**src/hw/rtl/scsa_pkg.sv**
```systemverilog
// Shared types, constants and helpers of the size-class slab allocator.
// Used by the controller, the datapath, the top level and the port checker.
// Depends on nothing else.
package scsa_pkg;

   // Default pool geometry, handed down from the top level.
   localparam int NUM_SLABS_DEF       = 32;
   localparam int CHUNKS_PER_SLAB_DEF = 512;

   // Fixed field widths of the request and response.
   localparam int MODE_W      = 2;
   localparam int SIZE_W      = 8;
   localparam int HANDLE_W    = 14;
   localparam int STATUS_W    = 2;
   localparam int NUM_CLASSES = 8;
   localparam int CLASS_W     = 3;

   localparam logic [SIZE_W-1:0] MAX_REQUEST = 8'd224;

   // Chunk size of each class in bytes.
   localparam logic [SIZE_W-1:0] CLASS_BYTES [NUM_CLASSES] =
      '{8'd8, 8'd16, 8'd24, 8'd32, 8'd48, 8'd64, 8'd120, 8'd224};

   typedef enum logic [MODE_W-1:0] {
      MODE_ALLOC = 2'd0,
      MODE_FREE  = 2'd1,
      MODE_QUERY = 2'd2,
      MODE_NONE  = 2'd3
   } mode_type;

   typedef enum logic [STATUS_W-1:0] {
      ST_OK         = 2'd0,
      ST_OOM        = 2'd1,
      ST_BAD_SIZE   = 2'd2,
      ST_BAD_HANDLE = 2'd3
   } status_type;

   // Micro-operations the controller asks of the datapath, one per cycle.
   typedef enum logic [4:0] {
      OP_NONE, OP_LOAD, OP_DECODE, OP_SPLIT, OP_RD_CUR, OP_KEEP, OP_RD_AUX,
      OP_BASE, OP_CRD, OP_POP, OP_BUMP, OP_WR_OWN, OP_WALK_INIT, OP_WALK_HIT,
      OP_WALK_NEXT, OP_POOL_INIT, OP_POOL_HIT, OP_POOL_NEXT, OP_LF_WR,
      OP_WR_PREV_CUR, OP_CUR_OPEN, OP_ST_OOM, OP_ST_BADH, OP_QRESP, OP_DEC,
      OP_PUSH, OP_UL_P, OP_WR_NEXT_OWN, OP_UL_N, OP_WR_PREV_OWN, OP_RELEASE
   } dp_op_type;

   typedef struct packed {
      dp_op_type op;
   } cmd_type;

   // Flags the datapath reports back, all taken from registers.
   typedef struct packed {
      logic mode_alloc;
      logic mode_free;
      logic mode_query;
      logic req_bad;
      logic cur_ok;
      logic own_full;
      logic own_has_freed;
      logic own_can_bump;
      logic own_used;
      logic own_free_bad;
      logic own_empty_linked;
      logic own_prev_ok;
      logic own_next_ok;
      logic aux_ok;
      logic walk_more;
      logic rec_open;
      logic rec_used;
      logic aux_last;
   } stat_type;

   // Smallest class that holds the requested size.
   function automatic logic [CLASS_W-1:0] class_of(input logic [SIZE_W-1:0] size);
      logic [CLASS_W-1:0] c;
      c = CLASS_W'(NUM_CLASSES - 1);
      for (int i = NUM_CLASSES - 2; i >= 0; i--) begin
         if (size <= CLASS_BYTES[i]) begin
            c = CLASS_W'(i);
         end
      end
      return c;
   endfunction

endpackage

```
**src/hw/rtl/scsa_ctrl.sv**
```systemverilog
// Sequencing state machine of the slab allocator.
// Issues one datapath micro-operation per cycle; depends on scsa_pkg.
module scsa_ctrl
   import scsa_pkg::*;
(
   input  logic     clock,
   input  logic     reset,
   input  logic     req_tvalid,
   output logic     req_tready,
   output logic     rsp_tvalid,
   input  logic     rsp_tready,
   input  stat_type st,
   output cmd_type  cmd
);

   typedef enum logic [34:0] {
      S_IDLE    = 35'd1 << 0,  S_DECODE  = 35'd1 << 1,  S_SPLIT   = 35'd1 << 2,
      S_RD_CUR  = 35'd1 << 3,  S_KEEP    = 35'd1 << 4,  S_A_CHECK = 35'd1 << 5,
      S_A_BASE  = 35'd1 << 6,  S_A_CRD   = 35'd1 << 7,  S_A_POP   = 35'd1 << 8,
      S_A_BUMP  = 35'd1 << 9,  S_A_WR    = 35'd1 << 10, S_W_INIT  = 35'd1 << 11,
      S_W_TEST  = 35'd1 << 12, S_W_RD    = 35'd1 << 13, S_W_CHK   = 35'd1 << 14,
      S_P_INIT  = 35'd1 << 15, S_P_RD    = 35'd1 << 16, S_P_CHK   = 35'd1 << 17,
      S_LF_WR   = 35'd1 << 18, S_LF_TEST = 35'd1 << 19, S_LF_RD   = 35'd1 << 20,
      S_LF_PREV = 35'd1 << 21, S_A_RETRY = 35'd1 << 22, S_OOM     = 35'd1 << 23,
      S_F_CHECK = 35'd1 << 24, S_F_SPLIT = 35'd1 << 25, S_F_PUSH  = 35'd1 << 26,
      S_UL_P    = 35'd1 << 27, S_UL_PRD  = 35'd1 << 28, S_UL_PWR  = 35'd1 << 29,
      S_UL_N    = 35'd1 << 30, S_UL_NRD  = 35'd1 << 31, S_UL_NWR  = 35'd1 << 32,
      S_RELEASE = 35'd1 << 33, S_RESP    = 35'd1 << 34
   } state_type;

   state_type state_ff, state_in, lf_done;
   // Set while refilling after an allocation filled its slab.
   logic      ret_ff, ret_in;
   logic      mode_none;

   assign req_tready = (state_ff == S_IDLE);
   assign rsp_tvalid = (state_ff == S_RESP);
   assign mode_none  = !(st.mode_alloc || st.mode_free || st.mode_query);
   assign lf_done    = (st.mode_alloc && !ret_ff) ? S_A_RETRY : S_RESP;

   // Next state and micro-operation.
   always_comb begin
      state_in = state_ff;
      ret_in   = ret_ff;
      cmd.op   = OP_NONE;
      case (state_ff)
         S_IDLE: begin
            if (req_tvalid) begin
               cmd.op   = OP_LOAD;
               state_in = S_DECODE;
            end
         end
         S_DECODE: begin
            cmd.op   = OP_DECODE;
            state_in = S_SPLIT;
         end
         S_SPLIT: begin
            cmd.op   = OP_SPLIT;
            state_in = (mode_none || st.req_bad) ? S_RESP : S_RD_CUR;
         end
         S_RD_CUR: begin
            cmd.op   = OP_RD_CUR;
            state_in = S_KEEP;
         end
         S_KEEP: begin
            cmd.op   = OP_KEEP;
            state_in = st.mode_alloc ? S_A_CHECK : S_F_CHECK;
         end
         S_A_CHECK: begin
            if (!st.cur_ok || st.own_full) begin
               ret_in   = 1'b0;
               state_in = S_W_INIT;
            end else if (st.own_has_freed || st.own_can_bump) begin
               state_in = S_A_BASE;
            end else begin
               state_in = S_OOM;
            end
         end
         S_A_BASE: begin
            cmd.op   = OP_BASE;
            state_in = st.own_has_freed ? S_A_CRD : S_A_BUMP;
         end
         S_A_CRD: begin
            cmd.op   = OP_CRD;
            state_in = S_A_POP;
         end
         S_A_POP: begin
            cmd.op   = OP_POP;
            state_in = S_A_WR;
         end
         S_A_BUMP: begin
            cmd.op   = OP_BUMP;
            state_in = S_A_WR;
         end
         S_A_WR: begin
            cmd.op = OP_WR_OWN;
            if (st.own_full) begin
               ret_in   = 1'b1;
               state_in = S_W_INIT;
            end else begin
               state_in = S_RESP;
            end
         end
         // Walk of the class list for a slab that is not full.
         S_W_INIT: begin
            cmd.op   = OP_WALK_INIT;
            state_in = S_W_TEST;
         end
         S_W_TEST: begin
            if (st.walk_more) begin
               state_in = S_W_RD;
            end else begin
               state_in = st.mode_alloc ? S_P_INIT : S_LF_WR;
            end
         end
         S_W_RD: begin
            cmd.op   = OP_RD_AUX;
            state_in = S_W_CHK;
         end
         S_W_CHK: begin
            if (st.rec_open) begin
               cmd.op = OP_WALK_HIT;
               if (!st.mode_alloc) begin
                  state_in = S_RELEASE;
               end else begin
                  state_in = ret_ff ? S_RESP : S_A_RETRY;
               end
            end else begin
               cmd.op   = OP_WALK_NEXT;
               state_in = S_W_TEST;
            end
         end
         // Scan of the pool for the lowest unused slab.
         S_P_INIT: begin
            cmd.op   = OP_POOL_INIT;
            state_in = S_P_RD;
         end
         S_P_RD: begin
            cmd.op   = OP_RD_AUX;
            state_in = S_P_CHK;
         end
         S_P_CHK: begin
            if (!st.rec_used) begin
               cmd.op   = OP_POOL_HIT;
               state_in = S_LF_WR;
            end else if (st.aux_last) begin
               state_in = ret_ff ? S_RESP : S_OOM;
            end else begin
               cmd.op   = OP_POOL_NEXT;
               state_in = S_P_RD;
            end
         end
         // Link a fresh slab at the head of the class.
         S_LF_WR: begin
            cmd.op   = OP_LF_WR;
            state_in = S_LF_TEST;
         end
         S_LF_TEST: begin
            state_in = st.aux_ok ? S_LF_RD : lf_done;
         end
         S_LF_RD: begin
            cmd.op   = OP_RD_AUX;
            state_in = S_LF_PREV;
         end
         S_LF_PREV: begin
            cmd.op   = OP_WR_PREV_CUR;
            state_in = lf_done;
         end
         S_A_RETRY: begin
            cmd.op   = OP_CUR_OPEN;
            state_in = S_RD_CUR;
         end
         S_OOM: begin
            cmd.op   = OP_ST_OOM;
            state_in = S_RESP;
         end
         // Free and query checks.
         S_F_CHECK: begin
            if (!st.own_used) begin
               cmd.op   = OP_ST_BADH;
               state_in = S_RESP;
            end else if (st.mode_query) begin
               cmd.op   = OP_QRESP;
               state_in = S_RESP;
            end else if (st.own_free_bad) begin
               cmd.op   = OP_ST_BADH;
               state_in = S_RESP;
            end else begin
               cmd.op   = OP_DEC;
               state_in = S_F_SPLIT;
            end
         end
         S_F_SPLIT: begin
            state_in = st.own_empty_linked ? S_UL_P : S_F_PUSH;
         end
         S_F_PUSH: begin
            cmd.op   = OP_PUSH;
            state_in = S_RESP;
         end
         // Unlink an emptied slab from its class list.
         S_UL_P: begin
            cmd.op   = OP_UL_P;
            state_in = st.own_prev_ok ? S_UL_PRD : S_UL_N;
         end
         S_UL_PRD: begin
            cmd.op   = OP_RD_AUX;
            state_in = S_UL_PWR;
         end
         S_UL_PWR: begin
            cmd.op   = OP_WR_NEXT_OWN;
            state_in = S_UL_N;
         end
         S_UL_N: begin
            cmd.op   = OP_UL_N;
            state_in = st.own_next_ok ? S_UL_NRD : S_W_INIT;
         end
         S_UL_NRD: begin
            cmd.op   = OP_RD_AUX;
            state_in = S_UL_NWR;
         end
         S_UL_NWR: begin
            cmd.op   = OP_WR_PREV_OWN;
            state_in = S_W_INIT;
         end
         S_RELEASE: begin
            cmd.op   = OP_RELEASE;
            state_in = S_RESP;
         end
         S_RESP: begin
            if (rsp_tready) begin
               state_in = S_IDLE;
            end
         end
         default: begin
            state_in = S_IDLE;
         end
      endcase
   end

   // State registers.
   always_ff @(posedge clock) begin
      if (reset) begin
         state_ff <= S_IDLE;
         ret_ff   <= 1'b0;
      end else begin
         state_ff <= state_in;
         ret_ff   <= ret_in;
      end
   end

endmodule

```
**config.mk**
```make
export PLATFORM = sky130hd
export DESIGN_NAME = scsa_ctrl
export DESIGN_NICKNAME = d
export VERILOG_FILES = /design/src/hw/rtl/scsa_pkg.sv /design/src/hw/rtl/scsa_ctrl.sv
export SDC_FILE = /design/constraint.sdc
export NUM_CORES = 1
export LEC_CHECK = 0
export ABC_AREA = 0
export BUFFER_PORTS_ARGS = -buffer_cell sky130_fd_sc_hd__clkbuf_2
export CAP_MARGIN = 0
export CORE_MARGIN = 4
export CORE_UTILIZATION = 50
export CTS_CLUSTER_DIAMETER = 40
export CTS_CLUSTER_SIZE = 12
export DETAILED_ROUTE_END_ITERATION = 8
export GPL_TIMING_DRIVEN = 0
export PLACE_DENSITY = 0.68
export SLEW_MARGIN = 5
export SYNTH_ARGS = -nofsm -noshare
export SYNTH_HDL_FRONTEND = slang
export SYNTH_SLANG_ARGS = --single-unit
```
**constraint.sdc**
```tcl
create_clock -name clock -period 6.24 [get_ports clock]
set_input_delay 0.624 -clock clock [delete_from_list [all_inputs] [get_ports clock]]
set_output_delay 0.624 -clock clock [all_outputs]
set_load 0.005 [all_outputs]
```
; ---- After elaboration in Yosys (flattened, before gate mapping)
; Cells that the tools add are included.
[totals]
input_bits = 22
out_inout_bits = 7
ff_bits = 36
[classes]
n_eq_ne = 39
reduce_logical = 15
mux = 36
[op_table]
columns = operator, n
row1 = one-hot mux 35 bit (32 select lines), 1
row2 = two-way mux 35 bit, 15
row3 = one-hot mux 5 bit (26 select lines), 1
row4 = two-way mux 24 bit, 2
row5 = two-way mux 19 bit, 2
row6 = "equality test 35 x 1 -> 1 bit, second input constant", 1
row7 = "equality test 35 x 10 -> 1 bit, second input constant", 1
row8 = "equality test 35 x 11 -> 1 bit, second input constant", 1
row9 = "equality test 35 x 12 -> 1 bit, second input constant", 1
row10 = "equality test 35 x 13 -> 1 bit, second input constant", 1
row11 = "equality test 35 x 14 -> 1 bit, second input constant", 1
row12 = "equality test 35 x 15 -> 1 bit, second input constant", 1
row13 = "equality test 35 x 16 -> 1 bit, second input constant", 1
row14 = "equality test 35 x 17 -> 1 bit, second input constant", 1
row15 = "equality test 35 x 18 -> 1 bit, second input constant", 1
row16 = "equality test 35 x 19 -> 1 bit, second input constant", 1
row17 = "equality test 35 x 2 -> 1 bit, second input constant", 1
row18 = "equality test 35 x 20 -> 1 bit, second input constant", 1
row19 = "equality test 35 x 21 -> 1 bit, second input constant", 1
row20 = "equality test 35 x 22 -> 1 bit, second input constant", 1
row21 = "equality test 35 x 23 -> 1 bit, second input constant", 1
row22 = "equality test 35 x 24 -> 1 bit, second input constant", 1
row23 = "equality test 35 x 25 -> 1 bit, second input constant", 1
row24 = "equality test 35 x 26 -> 1 bit, second input constant", 1
row25 = 37 further kinds, 50

; ---- Longest topological paths before layout
[logic_depth]
depth_word = 6
depth_mapped = 8
ltp_nobuf = 6

; ---- Worst setup path before layout
; OpenSTA, ideal clock, no wires.
[synth_path]
path_kind = register to output
from = register state_ff[21]
to = output cmd[1] in the netlist's numbering
setup_slack_ps = 3702
arrival_ps = 1914
path_stages_with_launch = 8
cell_sequence = dfxtp_1 buf_2 nor4_4 nand2_2 nor3_4 nand2_1 or4b_1 nand4_1
[synth_rtl]
columns = element, line
row1 = start: declaration, scsa_ctrl.sv:31  ; state_type state_ff, state_in, lf_done;
row2 = start signal: assignment, scsa_ctrl.sv:246  ; state_ff <= state_in;
row3 = end: declaration, scsa_ctrl.sv:13  ; output cmd_type cmd

==> results.ini <==
[route]
ant_nets=0
vias_per_cell=6.33
dr.pass1.iters=5
wire_per_inst_um=18.7
drt_first_iter_violations=314
num_vias=2507
routed_wl_um=7420
drc_errors=0

[power_and_ir_drop]
power_density_nw_per_um2=179
power.leakage_nw=1.14
irDropWorstVdd_uv=83.0
power_uw=497

[clocking]
cts_tree=built
clockBufferDepth=2
holdBufCountCts=0
post_cts_resized=0
ctsRootBufferMaster=clkbuf_8
cts_setup_buffers=0
cts_buffers=5
htreeDepth=2
cts.sinks=36
insertion_delay_ps=290
cts.reportedPaths.clkPinSlew_ps=70

[floorplan]
coreArea_um2=4720
boundaryPins=29
initial_core_util_pct=51.8
dieArea_um2=6080
die_y_um=78.0
die_w_um=78.0
rows=25

[synth]
synth_ff_type=dfxtp_1
netlist_area_um2=2450
ys_types=62
syn-num-nets=315
synthArstFlopShare_pct=0
ys_ff_latch=36
yosysSeqAreaShare_pct=29.4
syn_inst=293
synth_edf_count=0
post_synth.cell_area_avg_um2=8.36
yosysWarnings=0

[critical_path]
end_kind=output port
cp-start-kind=register
required_ps=5620
crit_fanout=8
slowest_stage=nor4_1
rr_worst_depth=5
path_class=reg -> out
path_cells=nor4_2 > nand4_1 > nor4_1 > a31oi_1 > nand4_1 > nand4bb_1 > clkbuf_2
crit_top_cell=nand4_1
reg2reg_slack_ps=3710
arrival_ps=2990
slowest_delay_ps=800

[placement]
placed_area_um2=2670
port_buffers=28
pre_cts_ws_ps=2970
hpwl_um=5760
dp_cells=388
gp_congestion=0.945

[sta]
slew_headroom_pct=45.3
period_needed_ps=3620
setup_viol=0
rsz0062_at_grt=no
fmax_mhz=276
final.setup.worst_slack_ps=2620
drv_slew=0
worst_pin_slew_ps=812
tns_ps=0
finalHoldViolCount=0
fin_crit_sh_pct=58.0
clock_skew_ps=6.47

[global_route]
track_usage_pct=25.1
grt_pass1_vias=2267
grt_pass1_wl_um=11800
grt_overflow=0
antenna_found_initial=0
grt_max_degree=12

[cells_and_area]
final_cell_mix=dfxtp_1, nor2_1, clkbuf_2, nor3_1, nand2_1
design_area_um2=2780
final_common_cell=dfxtp_1
diodes=0
finalNonFillerCells=396
nets=350
area_growth_pct=13.5
drive_above_1_share_pct=18.2

[worst_hold_path]
hold_path.class=in -> reg
hold_depth=2

[run_status]
status=complete, no violations

[job]
drv_cap=0

## cell type report
| class | count | area (um^2) |
|---|---|---|
| clock inverters | 2 | 35.0 |
| flip-flops and latches | 36 | 721 |
| multi-input cells | 240 | 1650 |
| plain buffers | 13 | 58.8 |
| repair buffers | 28 | 140 |
| fillers | 444 | 1940 |
| inverters | 4 | 15.0 |
| well taps | 67 | 83.8 |
| clock buffers | 6 | 72.6 |
## critical path: cells and delay by family, from the launching register on
family / cells / cell delay (ps)
buffers and inverters: 1 / 130
and+or+nand+nor: 5 / 2100
DFF: 1 / 350
AOI/OAI and AO/OA: 1 / 120
## path summary, 6_finish.rpt
kind | start | endpoint
hold / removal | st[11] | state_ff[9]
hold reg to reg | ret_ff | state_ff[22]
setup reg to reg | state_ff[16] | state_ff[11]
setup / recovery | state_ff[16] | cmd[0]
## flip-flops by register name, summed over array words and instances, names as in the netlist
signal	count
state_ff	35
ret_ff	1
## per-stage QoR
step | hold slack, ps | utilization [%]
floorplan | 461 | -
global placement | 543 | 56.6
detailed placement | 539 | 56.6
CTS | 518 | 58.9
global route | 515 | 58.9
finish | 515 | 58.9
## power breakdown
group          switching [mW]  internal, mW
logic                  0.0378        0.0220
registers             0.00287         0.231
clock network          0.0847         0.119
## kinds of logic (layout without fill, tap and decap cells)
| kind of cell | after synthesis | count (layout) | synth area share [%] |
|---|---|---|---|
| simple gates | 189 | 189 | 51.5 |
| compound gates | 41 | 41 | 12.4 |
| flops | 36 | 36 | 29.4 |
| buf+inv | 17 | 53 | 3.01 |
| xor+xnor | 9 | 9 | 3.22 |
| mux | 1 | 1 | 0.460 |
## synth_stat cells, types with 3 or more instances
| cell type | n | area share [%] |
|---|---|---|
| a21oi_1 | 6 | 1.2 |
| a31oi_1 | 3 | 0.77 |
| and2_1 | 3 | 0.77 |
| and3_1 | 9 | 2.3 |
| and3b_1 | 4 | 1.4 |
| and4_1 | 5 | 1.8 |
| and4b_1 | 3 | 1.2 |
| buf_2 | 4 | 0.82 |
| clkbuf_1 | 7 | 1.1 |
| dfxtp_1 | 36 | 29 |
| inv_1 | 4 | 0.61 |
| nand2_1 | 18 | 2.8 |
| nand2b_1 | 4 | 1.0 |
| nand3_1 | 6 | 1.2 |
| nand3b_1 | 4 | 1.2 |
| nand4_1 | 10 | 2.6 |
| nand4b_1 | 5 | 1.8 |
| nor2_1 | 32 | 4.9 |
| nor2b_1 | 8 | 2.0 |
| nor3_1 | 24 | 4.9 |
| nor3b_1 | 5 | 1.5 |
| nor4_1 | 11 | 2.8 |
| nor4_2 | 3 | 1.5 |
| nor4_4 | 5 | 4.3 |
| nor4b_1 | 7 | 2.5 |
| o2111ai_1 | 3 | 1.1 |
| o21ai_0 | 7 | 1.4 |
| or3_1 | 4 | 1.0 |
| or4_1 | 3 | 0.92 |
| xnor2_1 | 5 | 1.8 |
| xor2_1 | 4 | 1.4 |
## per-layer routing
layer / GRT usage (%) / share of wire [%]
met4: 9.09 / 2.2
met5: 0 / 0
met1: 35.0 / 46
met2: 38.0 / 44
met3: 5.22 / 7.9
(Power assumes the default switching activity.)
